### src/hw/rtl/adsr_pkg.sv
// Shared types, constants and widths for the ADSR envelope generator.
package adsr_pkg;

    localparam int TIME_WIDTH_DEF = 32;
    localparam int DUR_W          = 24;
    localparam int LVL_W          = 16;
    localparam int PROD_W         = DUR_W + LVL_W;
    localparam int QUO_W          = 16;
    localparam int CMD_W          = 2;
    localparam int PHASE_W        = 2;
    localparam int CFG_IDX_W      = 3;
    localparam int CFG_DATA_W     = 24;

    localparam logic [CMD_W-1:0] CMD_SAMPLE   = 2'd0;
    localparam logic [CMD_W-1:0] CMD_NOTE_ON  = 2'd1;
    localparam logic [CMD_W-1:0] CMD_NOTE_OFF = 2'd2;

    localparam logic [PHASE_W-1:0] PHASE_ATTACK  = 2'd0;
    localparam logic [PHASE_W-1:0] PHASE_DECAY   = 2'd1;
    localparam logic [PHASE_W-1:0] PHASE_SUSTAIN = 2'd2;
    localparam logic [PHASE_W-1:0] PHASE_RELEASE = 2'd3;

    localparam logic [CFG_IDX_W-1:0] REG_ATTACK  = 3'd0;
    localparam logic [CFG_IDX_W-1:0] REG_DECAY   = 3'd1;
    localparam logic [CFG_IDX_W-1:0] REG_RELEASE = 3'd2;
    localparam logic [CFG_IDX_W-1:0] REG_START   = 3'd3;
    localparam logic [CFG_IDX_W-1:0] REG_SUSTAIN = 3'd4;

    localparam logic [DUR_W-1:0] RST_ATTACK  = 24'd441;
    localparam logic [DUR_W-1:0] RST_DECAY   = 24'd44100;
    localparam logic [DUR_W-1:0] RST_RELEASE = 24'd44100;
    localparam logic [LVL_W-1:0] RST_START   = 16'd32768;
    localparam logic [LVL_W-1:0] RST_SUSTAIN = 16'd0;

    localparam logic [LVL_W-1:0] FULL_LEVEL  = 16'd32768;
    localparam logic [LVL_W-1:0] FLOOR_LEVEL = 16'd3;

    typedef struct packed {
        logic [DUR_W-1:0] atk_ticks;
        logic [DUR_W-1:0] dec_ticks;
        logic [DUR_W-1:0] rel_ticks;
        logic [LVL_W-1:0] start_lvl;
        logic [LVL_W-1:0] sus_lvl;
    } t_cfg;

    typedef struct packed {
        logic             start;
        logic [DUR_W-1:0] x;
        logic [LVL_W-1:0] y;
        logic [DUR_W-1:0] div;
    } t_md_req;

    typedef struct packed {
        logic             done;
        logic [QUO_W-1:0] quo;
    } t_md_rsp;

endpackage

### src/hw/rtl/adsr_in_if.sv
// Request channel: command and time stamp.
interface adsr_in_if #(
    parameter int TIME_WIDTH = adsr_pkg::TIME_WIDTH_DEF
) ();
    logic                        valid;
    logic                        ready;
    logic [adsr_pkg::CMD_W-1:0]  cmd;
    logic [TIME_WIDTH-1:0]       time_ticks;

    modport source (output valid, cmd, time_ticks, input ready);
    modport sink   (input valid, cmd, time_ticks, output ready);
endinterface

### src/hw/rtl/adsr_out_if.sv
// Result channel: envelope amplitude and phase code.
interface adsr_out_if ();
    logic                         valid;
    logic                         ready;
    logic [adsr_pkg::LVL_W-1:0]   amplitude;
    logic [adsr_pkg::PHASE_W-1:0] phase;

    modport source (output valid, amplitude, phase, input ready);
    modport sink   (input valid, amplitude, phase, output ready);
endinterface

### src/hw/rtl/adsr_envelope_generator_core.sv
// ADSR envelope generator top level: note state, phase sequencer, output register.
//
//  Channel   Dir   Payload                    Handshake
//  i_req     in    cmd[1:0], time_ticks[TW]   valid/ready, beat when both high
//  o_env     out   amplitude[15:0], phase[1:0] valid/ready, beat when both high
//  i_cfg_*   in    idx[2:0], data[23:0]       write on i_cfg_we, no back-pressure
//
// Note on / note off beats leave the block idle; it is ready again next cycle.
// A sample request keeps ready low while it goes through classify, multiply, 16 divide
// steps, done and finish, and its result is presented once finish loads the output
// register; sustain and finished release skip the scale unit and go straight to finish.
// Reset is synchronous, active low: register defaults restored, gate cleared.
// A stalled result waits in the output register; a new request is still taken and only
// its finish step waits for the register to free up.
module adsr_envelope_generator_core #(
    parameter int TIME_WIDTH = adsr_pkg::TIME_WIDTH_DEF
) (
    input  logic                                i_clk,
    input  logic                                i_rst_n,
    adsr_in_if.sink                             i_req,
    adsr_out_if.source                          o_env,
    input  logic                                i_cfg_we,
    input  logic [adsr_pkg::CFG_IDX_W-1:0]      i_cfg_idx,
    input  logic [adsr_pkg::CFG_DATA_W-1:0]     i_cfg_data
);
    localparam int CW = (TIME_WIDTH > adsr_pkg::DUR_W) ? TIME_WIDTH : adsr_pkg::DUR_W;

    // Sequencer states
    localparam logic [1:0] S_IDLE  = 2'd0;
    localparam logic [1:0] S_CLASS = 2'd1;
    localparam logic [1:0] S_WAIT  = 2'd2;
    localparam logic [1:0] S_FIN   = 2'd3;

    // How the quotient becomes the amplitude
    localparam logic [2:0] MODE_ATK    = 3'd0;
    localparam logic [2:0] MODE_UP     = 3'd1;
    localparam logic [2:0] MODE_DN     = 3'd2;
    localparam logic [2:0] MODE_REL    = 3'd3;
    localparam logic [2:0] MODE_DIRECT = 3'd4;

    adsr_pkg::t_cfg     cfg;
    adsr_pkg::t_md_req  md_req;
    adsr_pkg::t_md_rsp  md_rsp;

    logic [1:0]                     r_state;
    logic                           r_gate;
    logic [TIME_WIDTH-1:0]          r_on_time;
    logic [TIME_WIDTH-1:0]          r_off_time;
    logic [TIME_WIDTH-1:0]          r_diff;     // life or release age
    logic [2:0]                     r_mode;
    logic [adsr_pkg::LVL_W-1:0]     r_base;
    logic [adsr_pkg::PHASE_W-1:0]   r_phase;
    logic                           r_ovalid;
    logic [adsr_pkg::LVL_W-1:0]     r_amp;
    logic [adsr_pkg::PHASE_W-1:0]   r_ophase;

    logic                           in_beat;
    logic                           out_beat;
    logic                           fin_load;

    // Classification of the age against the duration registers
    logic [CW-1:0]                  age;
    logic [CW-1:0]                  atk_ext;
    logic [CW-1:0]                  dec_ext;
    logic [CW-1:0]                  rel_ext;
    logic [CW-1:0]                  dd;
    logic                           in_attack;
    logic                           in_decay;
    logic                           in_release;
    logic                           sus_up;
    logic                           need_div;
    logic [2:0]                     n_mode;
    logic [adsr_pkg::LVL_W-1:0]     n_base;
    logic [adsr_pkg::PHASE_W-1:0]   n_phase;
    logic [adsr_pkg::DUR_W-1:0]     md_x;
    logic [adsr_pkg::LVL_W-1:0]     md_y;
    logic [adsr_pkg::DUR_W-1:0]     md_div;
    logic [adsr_pkg::LVL_W-1:0]     fin_amp;

    adsr_cfg u_cfg (
        .i_clk   (i_clk),
        .i_rst_n (i_rst_n),
        .i_we    (i_cfg_we),
        .i_idx   (i_cfg_idx),
        .i_data  (i_cfg_data),
        .o_cfg   (cfg)
    );

    adsr_muldiv u_muldiv (
        .i_clk   (i_clk),
        .i_rst_n (i_rst_n),
        .i_req   (md_req),
        .o_rsp   (md_rsp)
    );

    assign i_req.ready = (r_state == S_IDLE);
    assign in_beat     = i_req.valid && (r_state == S_IDLE);
    assign out_beat    = r_ovalid && o_env.ready;
    assign fin_load    = (r_state == S_FIN) && (!r_ovalid || o_env.ready);

    always_comb begin
        age        = CW'(r_diff);
        atk_ext    = CW'(cfg.atk_ticks);
        dec_ext    = CW'(cfg.dec_ticks);
        rel_ext    = CW'(cfg.rel_ticks);
        dd         = age - atk_ext;
        in_attack  = age <= atk_ext;
        in_decay   = dd <= dec_ext;
        in_release = age < rel_ext;
        sus_up     = cfg.sus_lvl >= cfg.start_lvl;

        need_div = 1'b1;
        n_mode   = MODE_DIRECT;
        n_base   = cfg.start_lvl;
        n_phase  = adsr_pkg::PHASE_RELEASE;
        md_x     = '0;
        md_y     = '0;
        md_div   = cfg.atk_ticks;

        if (r_gate) begin
            if (in_attack) begin
                n_mode  = MODE_ATK;
                n_phase = adsr_pkg::PHASE_ATTACK;
                md_x    = age[adsr_pkg::DUR_W-1:0];
                md_y    = cfg.start_lvl;
                md_div  = cfg.atk_ticks;
            end else if (in_decay) begin
                n_mode  = sus_up ? MODE_UP : MODE_DN;
                n_phase = adsr_pkg::PHASE_DECAY;
                md_x    = dd[adsr_pkg::DUR_W-1:0];
                md_y    = sus_up ? (cfg.sus_lvl - cfg.start_lvl)
                                 : (cfg.start_lvl - cfg.sus_lvl);
                md_div  = cfg.dec_ticks;
            end else begin
                need_div = 1'b0;
                n_base   = cfg.sus_lvl;
                n_phase  = adsr_pkg::PHASE_SUSTAIN;
            end
        end else begin
            // Release always ramps down from the sustain level
            if (in_release) begin
                n_mode = MODE_REL;
                md_x   = adsr_pkg::DUR_W'(rel_ext - age);
                md_y   = cfg.sus_lvl;
                md_div = cfg.rel_ticks;
            end else begin
                need_div = 1'b0;
                n_base   = '0;
            end
        end
    end

    assign md_req.start = (r_state == S_CLASS) && need_div;
    assign md_req.x     = md_x;
    assign md_req.y     = md_y;
    assign md_req.div   = md_div;

    always_comb begin
        case (r_mode)
            MODE_ATK: fin_amp = md_rsp.quo;
            MODE_UP:  fin_amp = r_base + md_rsp.quo;
            MODE_DN:  fin_amp = r_base - md_rsp.quo;
            MODE_REL: fin_amp = (md_rsp.quo <= adsr_pkg::FLOOR_LEVEL) ? '0 : md_rsp.quo;
            default:  fin_amp = r_base;
        endcase
    end

    always_ff @(posedge i_clk) begin
        if (!i_rst_n) begin
            r_state    <= S_IDLE;
            r_gate     <= 1'b0;
            r_on_time  <= '0;
            r_off_time <= '0;
            r_ovalid   <= 1'b0;
        end else begin
            case (r_state)
                S_IDLE: begin
                    if (in_beat) begin
                        case (i_req.cmd)
                            adsr_pkg::CMD_SAMPLE: r_state <= S_CLASS;
                            adsr_pkg::CMD_NOTE_ON: begin
                                r_on_time <= i_req.time_ticks;
                                r_gate    <= 1'b1;
                            end
                            adsr_pkg::CMD_NOTE_OFF: begin
                                r_off_time <= i_req.time_ticks;
                                r_gate     <= 1'b0;
                            end
                            default: ;
                        endcase
                    end
                end
                S_CLASS: r_state <= need_div ? S_WAIT : S_FIN;
                S_WAIT: begin
                    if (md_rsp.done) begin
                        r_state <= S_FIN;
                    end
                end
                S_FIN: begin
                    if (fin_load) begin
                        r_state <= S_IDLE;
                    end
                end
                default: r_state <= S_IDLE;
            endcase

            if (fin_load) begin
                r_ovalid <= 1'b1;
            end else if (out_beat) begin
                r_ovalid <= 1'b0;
            end
        end
    end

    // Payload registers
    always_ff @(posedge i_clk) begin
        if (in_beat) begin
            r_diff <= i_req.time_ticks - (r_gate ? r_on_time : r_off_time);
        end
        if (r_state == S_CLASS) begin
            r_mode  <= need_div ? n_mode : MODE_DIRECT;
            r_base  <= n_base;
            r_phase <= n_phase;
        end
        if (fin_load) begin
            r_amp    <= fin_amp;
            r_ophase <= r_phase;
        end
    end

    assign o_env.valid     = r_ovalid;
    assign o_env.amplitude = r_amp;
    assign o_env.phase     = r_ophase;
endmodule

### src/hw/rtl/adsr_cfg.sv
// Configuration registers, cleaned up on write (zero duration -> 1, level capped).
module adsr_cfg (
    input  logic                                i_clk,
    input  logic                                i_rst_n,
    input  logic                                i_we,
    input  logic [adsr_pkg::CFG_IDX_W-1:0]      i_idx,
    input  logic [adsr_pkg::CFG_DATA_W-1:0]     i_data,
    output adsr_pkg::t_cfg                      o_cfg
);
    adsr_pkg::t_cfg                 r_cfg;
    logic [adsr_pkg::DUR_W-1:0]     dur_val;
    logic [adsr_pkg::LVL_W-1:0]     lvl_raw;
    logic [adsr_pkg::LVL_W-1:0]     lvl_val;

    always_comb begin
        dur_val = (i_data == '0) ? adsr_pkg::DUR_W'(1) : i_data;
        lvl_raw = i_data[adsr_pkg::LVL_W-1:0];
        lvl_val = (lvl_raw > adsr_pkg::FULL_LEVEL) ? adsr_pkg::FULL_LEVEL : lvl_raw;
    end

    always_ff @(posedge i_clk) begin
        if (!i_rst_n) begin
            r_cfg.atk_ticks <= adsr_pkg::RST_ATTACK;
            r_cfg.dec_ticks <= adsr_pkg::RST_DECAY;
            r_cfg.rel_ticks <= adsr_pkg::RST_RELEASE;
            r_cfg.start_lvl <= adsr_pkg::RST_START;
            r_cfg.sus_lvl   <= adsr_pkg::RST_SUSTAIN;
        end else if (i_we) begin
            case (i_idx)
                adsr_pkg::REG_ATTACK:  r_cfg.atk_ticks <= dur_val;
                adsr_pkg::REG_DECAY:   r_cfg.dec_ticks <= dur_val;
                adsr_pkg::REG_RELEASE: r_cfg.rel_ticks <= dur_val;
                adsr_pkg::REG_START:   r_cfg.start_lvl <= lvl_val;
                adsr_pkg::REG_SUSTAIN: r_cfg.sus_lvl   <= lvl_val;
                default: ;
            endcase
        end
    end

    assign o_cfg = r_cfg;
endmodule

### src/hw/rtl/adsr_muldiv.sv
// Shared scale unit: floor(x * y / div), one multiply then a 16-step restoring divide.
module adsr_muldiv (
    input  logic                i_clk,
    input  logic                i_rst_n,
    input  adsr_pkg::t_md_req   i_req,
    output adsr_pkg::t_md_rsp   o_rsp
);
    localparam logic [1:0] S_IDLE = 2'd0;
    localparam logic [1:0] S_MUL  = 2'd1;
    localparam logic [1:0] S_DIV  = 2'd2;
    localparam int         CNT_W  = $clog2(adsr_pkg::QUO_W);

    logic [1:0]                     r_state;
    logic [CNT_W-1:0]               r_cnt;
    logic                           r_done;
    logic [adsr_pkg::DUR_W-1:0]     r_x;
    logic [adsr_pkg::LVL_W-1:0]     r_y;
    logic [adsr_pkg::DUR_W-1:0]     r_div;
    logic [adsr_pkg::DUR_W-1:0]     r_rem;
    logic [adsr_pkg::QUO_W-1:0]     r_quo;

    logic [adsr_pkg::PROD_W-1:0]    prod;
    logic [adsr_pkg::DUR_W:0]       trial;
    logic                           fits;

    always_comb begin
        prod  = adsr_pkg::PROD_W'(r_x) * adsr_pkg::PROD_W'(r_y);
        trial = {r_rem, r_quo[adsr_pkg::QUO_W-1]};
        fits  = trial >= {1'b0, r_div};
    end

    always_ff @(posedge i_clk) begin
        if (!i_rst_n) begin
            r_state <= S_IDLE;
            r_cnt   <= '0;
            r_done  <= 1'b0;
        end else begin
            r_done <= 1'b0;
            case (r_state)
                S_IDLE: begin
                    if (i_req.start) begin
                        r_state <= S_MUL;
                    end
                end
                S_MUL: begin
                    r_cnt   <= '0;
                    r_state <= S_DIV;
                end
                S_DIV: begin
                    r_cnt <= r_cnt + CNT_W'(1);
                    if (r_cnt == CNT_W'(adsr_pkg::QUO_W - 1)) begin
                        r_done  <= 1'b1;
                        r_state <= S_IDLE;
                    end
                end
                default: r_state <= S_IDLE;
            endcase
        end
    end

    // Datapath; quotient fits in 16 bits, so the upper product bits seed the remainder.
    always_ff @(posedge i_clk) begin
        if (r_state == S_IDLE && i_req.start) begin
            r_x   <= i_req.x;
            r_y   <= i_req.y;
            r_div <= i_req.div;
        end
        if (r_state == S_MUL) begin
            r_rem <= prod[adsr_pkg::PROD_W-1:adsr_pkg::QUO_W];
            r_quo <= prod[adsr_pkg::QUO_W-1:0];
        end else if (r_state == S_DIV) begin
            r_rem <= fits ? adsr_pkg::DUR_W'(trial - {1'b0, r_div})
                          : trial[adsr_pkg::DUR_W-1:0];
            r_quo <= {r_quo[adsr_pkg::QUO_W-2:0], fits};
        end
    end

    assign o_rsp.done = r_done;
    assign o_rsp.quo  = r_quo;
endmodule
### src/flat_wrapper.sv
// flat-port wrapper written by rule: the top's interface ports become plain ports
module adsr_envelope_generator_core_flat 
#(
    parameter int TIME_WIDTH = adsr_pkg::TIME_WIDTH_DEF
)
  (i_clk, i_rst_n, i_cfg_we, i_cfg_idx, i_cfg_data, i_req_valid, i_req_cmd, i_req_time_ticks, i_req_ready, o_env_valid, o_env_amplitude, o_env_phase, o_env_ready);
  adsr_in_if #(.TIME_WIDTH(TIME_WIDTH)) i_req_i ();
  adsr_out_if o_env_i ();
  input  logic i_clk;
  input  logic i_rst_n;
  input  logic i_cfg_we;
  input  logic [adsr_pkg::CFG_IDX_W-1:0] i_cfg_idx;
  input  logic [adsr_pkg::CFG_DATA_W-1:0] i_cfg_data;
  input wire logic [$bits(i_req_i.valid)-1:0] i_req_valid;
  input wire logic [$bits(i_req_i.cmd)-1:0] i_req_cmd;
  input wire logic [$bits(i_req_i.time_ticks)-1:0] i_req_time_ticks;
  output wire logic [$bits(i_req_i.ready)-1:0] i_req_ready;
  output wire logic [$bits(o_env_i.valid)-1:0] o_env_valid;
  output wire logic [$bits(o_env_i.amplitude)-1:0] o_env_amplitude;
  output wire logic [$bits(o_env_i.phase)-1:0] o_env_phase;
  input wire logic [$bits(o_env_i.ready)-1:0] o_env_ready;
  assign i_req_i.valid = i_req_valid;
  assign i_req_i.cmd = i_req_cmd;
  assign i_req_i.time_ticks = i_req_time_ticks;
  assign i_req_ready = i_req_i.ready;
  assign o_env_valid = o_env_i.valid;
  assign o_env_amplitude = o_env_i.amplitude;
  assign o_env_phase = o_env_i.phase;
  assign o_env_i.ready = o_env_ready;
  adsr_envelope_generator_core #(.TIME_WIDTH(TIME_WIDTH)) u_core (.i_clk(i_clk), .i_rst_n(i_rst_n), .i_req(i_req_i), .o_env(o_env_i), .i_cfg_we(i_cfg_we), .i_cfg_idx(i_cfg_idx), .i_cfg_data(i_cfg_data));
endmodule
### config.mk
export PLATFORM = sky130hd
export DESIGN_NAME = adsr_envelope_generator_core_flat
export DESIGN_NICKNAME = d
export VERILOG_FILES = /design/src/hw/rtl/adsr_pkg.sv /design/src/hw/rtl/adsr_in_if.sv /design/src/hw/rtl/adsr_out_if.sv /design/src/hw/rtl/adsr_envelope_generator_core.sv /design/src/hw/rtl/adsr_cfg.sv /design/src/hw/rtl/adsr_muldiv.sv /design/src/flat_wrapper.sv
export SDC_FILE = /design/constraint.sdc
export NUM_CORES = 2
export LEC_CHECK = 0
export BUFFER_PORTS_ARGS = -buffer_cell sky130_fd_sc_hd__buf_2
export CORE_MARGIN = 2
export CORE_UTILIZATION = 40
export DETAILED_ROUTE_END_ITERATION = 6
export HOLD_SLACK_MARGIN = 0.03
export PLACE_DENSITY_LB_ADDON = 0.3
export SLEW_MARGIN = 20
export SYNTH_ARGS = -nofsm -noshare
export SYNTH_HDL_FRONTEND = slang
export SYNTH_SLANG_ARGS = --single-unit
### constraint.sdc
create_clock -name i_clk -period 7.28 [get_ports i_clk]
set_input_delay 1.092 -clock i_clk [delete_from_list [all_inputs] [get_ports i_clk]]
set_output_delay 1.092 -clock i_clk [all_outputs]
set_load 0.03 [all_outputs]
# After elaboration in Yosys (flattened, before gate mapping)
# Cells that the tools add are included.
[totals]
reg_bits = 354
inputBits = 66
output_inout_bits = 20
wordCells = 141
[op_classes]
n_addsub = 9
multipliers = 1
n_lt_le_gt_ge = 7
n_eq_ne = 21
n_mux = 52
reduce_logical = 27
[ops]
columns = ["operator", "n"]
rows = [
  ["24-bit two-way mux", 12],
  ["16-bit two-way mux", 13],
  ["32-bit by 24-bit less-or-equal comparator with 1-bit output", 2],
  ["16-bit one-hot mux with 4 select lines", 1],
  ["16-bit subtractor", 3],
  ["24-bit subtractor", 2],
  ["24-bit by 16-bit multiplier with 40-bit output", 1],
  ["32-bit by 24-bit < comparator with 1-bit output", 1],
  ["32-bit two-way mux", 1],
  ["32-bit by 24-bit subtractor with 32-bit output", 1],
  ["32-bit subtractor", 1],
  ["25-bit by 24-bit >= comparator with 1-bit output", 1],
  ["24-bit logical NOT", 1],
  ["2-bit two-way mux", 9],
  ["16-bit adder", 1],
  ["16-bit >= comparator", 1],
  ["16-bit greater-than comparator, second input constant", 1],
  ["16-bit by 2-bit less-or-equal comparator with 1-bit output, second input constant", 1],
  ["2-bit AND reduction", 7],
  ["3-bit by 2-bit equality test with 1-bit output, second input constant", 4],
  ["3-bit two-way mux", 4],
  ["3-bit AND reduction", 3],
  ["2-bit equality test, second input constant", 4],
  ["1-bit two-way mux", 8],
  ["18 further kinds", 34],
]

# Depth between registers and ports, before layout
[logic_depth]
depth_word = 8
mapped_depth = 26

# Modules after synthesis
# A second synthesis with hierarchy kept.
[unflattened]
cells_unflattened = 4212
area_unflattened_um2 = 36465.0
[modules_own_cells]
columns = ["mod", "n_inst", "cells_each", "area_per_inst_um2", "seq_area_each_um2"]
rows = [
  ["adsr_muldiv", 1, 1896, 18048.6, 3263.1],
  ["adsr_envelope_generator_core", 1, 1844, 14627.8, 3493.4],
  ["adsr_cfg", 1, 472, 3788.6, 2082.0],
]

# Least setup slack after synthesis
# OpenSTA, ideal clock, no wires.
[synth_timing]
path_kind = "reg-to-reg"
start = "register u_core.u_muldiv.r_x[7] (netlist name)"
end = "register u_core.u_muldiv.r_rem[22] (netlist name) (data pin)"
arrival_ps = 6165
path_slack_ps = 843
path_stages_with_launch = 24
path_buffers = 2
path_cell_list = "edfxtp_1 -> clkbuf_1 -> and2_1 -> fa_1 -> inv_1 -> fa_1 -> fa_1 -> inv_1 -> fa_1 -> fa_1 -> inv_1 -> fa_1 -> inv_1 -> ha_1 -> clkbuf_1 -> a21o_1 -> o41ai_1 -> a21oi_1 -> o211ai_1 -> a41oi_1 -> o311ai_0 -> a21oi_1 -> xnor2_1 -> a22oi_1"
[synth_via]
elab_chain_cells = 2
[synth_rtl]
columns = ["element", "line_no", "source"]
rows = [
  ["start, declared", "adsr_muldiv.sv:16", "logic [adsr_pkg::DUR_W-1:0] r_x;"],
  ["start signal, assigned", "adsr_muldiv.sv:64", "r_x <= i_req.x;"],
  ["24-bit by 16-bit multiplier with 40-bit output", "adsr_muldiv.sv:27", "prod = adsr_pkg::PROD_W'(r_x) * adsr_pkg::PROD_W'(r_y);"],
  ["24-bit two-way mux", "adsr_muldiv.sv:68", "if (r_state == S_MUL) begin"],
  ["end signal, assigned", "adsr_muldiv.sv:69", "r_rem <= prod[adsr_pkg::PROD_W-1:adsr_pkg::QUO_W];"],
  ["end signal, assigned", "adsr_muldiv.sv:72", "r_rem <= fits ? adsr_pkg::DUR_W'(trial - {1'b0, r_div})"],
  ["end, declared", "adsr_muldiv.sv:19", "logic [adsr_pkg::DUR_W-1:0] r_rem;"],
]
# Every way passes these cells.
# A chain may end at the register's enable or synchronous reset.

# Worst setup path after layout
[layout_timing]
start = "register u_core.u_muldiv.r_x[5] (netlist name)"
end = "register u_core.u_muldiv.r_rem[15] (netlist name) (data pin)"
# The elaborated chain is that of the path after synthesis.

==> results_dict.tcl <==
set metrics [dict create \
    status "completed" \
    worst_pin_slew_ps 1060 \
    critical_path_class "reg -> reg" \
    wl_per_cell_um 18.1 \
    num-nets-final 4964 \
    clkSinkCount 354 \
    required_ps 7570 \
    ctsRootBufferMaster "clkbuf_16" \
    slowest_stage "fa_1" \
    path_clk_slew_ps 60 \
    cts_buffers 40 \
    synth_ff_type "dfxtp_1" \
    grt_busiest_layer "met2" \
    fillCellCount 8923 \
    initial_core_util 0.402 \
    layout_commonest_cell "nand2_1" \
    totalWireLength_mm 98.9 \
    grtUsageMet3 0.0271 \
    die_area_sq_um 92700 \
    track_usage 0.214 \
    grt.met1_usage 0.308 \
    drc_errors 0 \
    grt_pass1_wl_mm 160 \
    core-area_sq_um 89700 \
    ios 86 \
    hold_buffers 0 \
    grt_pass1_vias 28894 \
    port_buffers 85 \
    syn_nets 4919 \
    finalCriticalPeriod_ps 7020 \
    rows 110 \
    initialDrtViolationCount 2330 \
    rsz0062_at_grt "no" \
    htreeDepth 2 \
    clock_path_buffers 3 \
    syn-instance-count 4220 \
    synth_warnings 0 \
    slowest_delay_ps 620 \
    grt_max_degree 95 \
    setup.worst_path.end_class "flop" \
    clkLatencyLatePin_ps 570 \
    crit_family "adder cells" \
    avgSynthCellArea_sq_um 8.56 \
    cp.arrival_ps 7310 \
    yosysSeqAreaShare 0.245 \
    die_h_um 304 \
    hold_path_class "reg -> reg" \
    slew_headroom 0.291 \
    hp-start "u_core.r_off_time[0]$_SDFFE_PN0P_" \
    cts-resized-gates 0 \
    setup_viol 0 \
    vias_per_cell 5.37 \
    ys_types 89 \
    fmax_mhz 142 \
    async_reset_ff_frac 0 \
    finClkSkew_ps 17.8 \
    gp_congestion 0.900 \
    drv_slew 0 \
    crit_top_cell "fa_1" \
    cap_violations 0 \
    cp.buffers_inverters 7 \
    mostFrequentLayoutCells "751 x nand2_1, 562 x inv_1, 323 x a21oi_1, 318 x ha_1, 313 x fa_1" \
    gr-total-overflow 0 \
    crit_start "u_core.u_muldiv.r_x[5]$_DFFE_PP_" \
    cts_tree "done" \
    drive_gt1_frac 0.0743 \
    post-route-period-util 0.964 \
    worstReg2RegStart "u_core.u_muldiv.r_x[5]$_DFFE_PP_" \
    dr.pass1.iters 5 \
    antenna_found_initial 10 \
    worst-path-max-fanout 9 \
    hpwl_mm 78.1 \
    start_kind "flop" \
    syn_area_sq_um 36100 \
    syn2layout_area_growth_pct 9.23 \
    synth_edf_count 175 \
    timing.final.hold_violations 0 \
    cp_cell_sequence "buf_4 -> nand2_1 -> fa_1 -> inv_1 -> fa_1 -> inv_1 -> fa_1 -> inv_1 -> fa_1 -> fa_1 -> inv_1 -> fa_1 -> inv_1 -> ha_1 -> a21oi_1 -> nor4b_1 -> a221oi_1 -> buf_4 -> a211o_1 -> a311oi_1 -> o31ai_1 -> xnor2_1 -> a22oi_1" \
    yosys_register_bits 354 \
    fp.dieW_um 304 \
    routed-via-count 29418 \
    timing.setup.tns_ps 0 \
    antenna_left 0 \
    postCtsSetupBuffers 0 \
    gr-usage-met2 0.335 \
]
-- cell usage after synthesis (84+ instances only) --
library cell	n	area [sq um]
and2_1	174	1090
edfxtp_1	175	5260
o21ai_0	129	646
xnor2_1	94	823
inv_1	562	2110
ha_1	320	4000
fa_1	313	6270
nand3_1	84	420
nand2_1	751	2820
a21oi_1	323	1620
clkbuf_1	161	604
dfxtp_1	179	3580
nor2_1	128	480
-- stage by stage --
stage | hold slack [ps] | cell area (sq um) | util | worst slack [ps] | std cells
final | 450 | 39400 | 0.440 | 261 | 5476
after global routing | 458 | 39400 | 0.440 | 6.08 | 5476
after CTS | 452 | 39300 | 0.438 | 250 | 5454
after detailed placement | 405 | 38000 | 0.423 | 267 | 5382
after global placement | 434 | 38000 | 0.423 | 379 | 5382
after floorplan | 400 | 36100 | - | 843 | 4220
-- path summary, 6_finish.rpt --
kind | cells past startpoint | slack (ps) | end
hold / removal | 2 | 450 | u_core.r_off_time[0]$_SDFFE_PN0P_
hold reg to reg | 2 | 450 | u_core.r_off_time[0]$_SDFFE_PN0P_
setup / recovery | 23 | 260 | u_core.u_muldiv.r_rem[15]$_DFFE_PP_
setup reg to reg | 23 | 260 | u_core.u_muldiv.r_rem[15]$_DFFE_PP_
-- layout make-up --
cell class	instances	area (sq um)	area share
flip-flops and latches	354	8840	0.224
well taps	1176	1470	0.0373
repair buffers	188	1240	0.0314
multi-input cells	3118	24500	0.620
inverters	563	2120	0.0536
diodes	5	12.5	0.000317
clock buffers	50	1100	0.0279
clock inverters	22	196	0.00498
-- sequential cells by signal (all words and copies together), names as in the netlist, 2 cells and up --
name                     flops
u_core.u_muldiv.r_x         24
u_core.u_muldiv.r_div       24
u_core.o_env.phase           2
u_core.r_off_time           32
u_core.u_muldiv.r_cnt        4
u_core.u_cfg.o_cfg         104
u_core.u_muldiv.r_quo       16
u_core.u_muldiv.r_y         16
u_core.age                  32
u_core.o_env.amplitude      16
u_core.r_phase               2
u_core.r_on_time            32
u_core.r_mode                3
u_core.u_muldiv.r_rem       24
u_core.u_muldiv.r_state      2
u_core.r_state               2
u_core.r_base               16
-- worst reg2reg max path, cell delays in order (launching register included) --
cell and delay, ps:
edfxtp_1 520, buf_4 220, nand2_1 90, fa_1 620, inv_1 80, fa_1 500
inv_1 50, fa_1 480, inv_1 50, fa_1 500, fa_1 560, inv_1 60
fa_1 530, inv_1 50, ha_1 360, a21oi_1 240, nor4b_1 260, a221oi_1 130
buf_4 170, a211o_1 280, a311oi_1 470, o31ai_1 180, xnor2_1 220, a22oi_1 110
-- cells by family after synthesis --
logic type,share of synthesized area
AOI/OAI and AO/OA,0.157
xor gates and xnor gates,0.0369
adders and majority gates,0.284
buffers and inverters,0.0785
and+or+nand+nor,0.176
muxes,0.0227
DFF,0.245
-- routing by layer --
layer / vias to the layer above / part of all wire
li1: 14227 / -
met1: 14203 / 0.46
met2: 825 / 0.45
met3: 153 / 0.060
met4: 10 / 0.028
met5: - / 0.00065
Power is left out: the tool's default activity adds up to more than one toggle a clock period on the data nets, which glitch-free logic cannot reach.
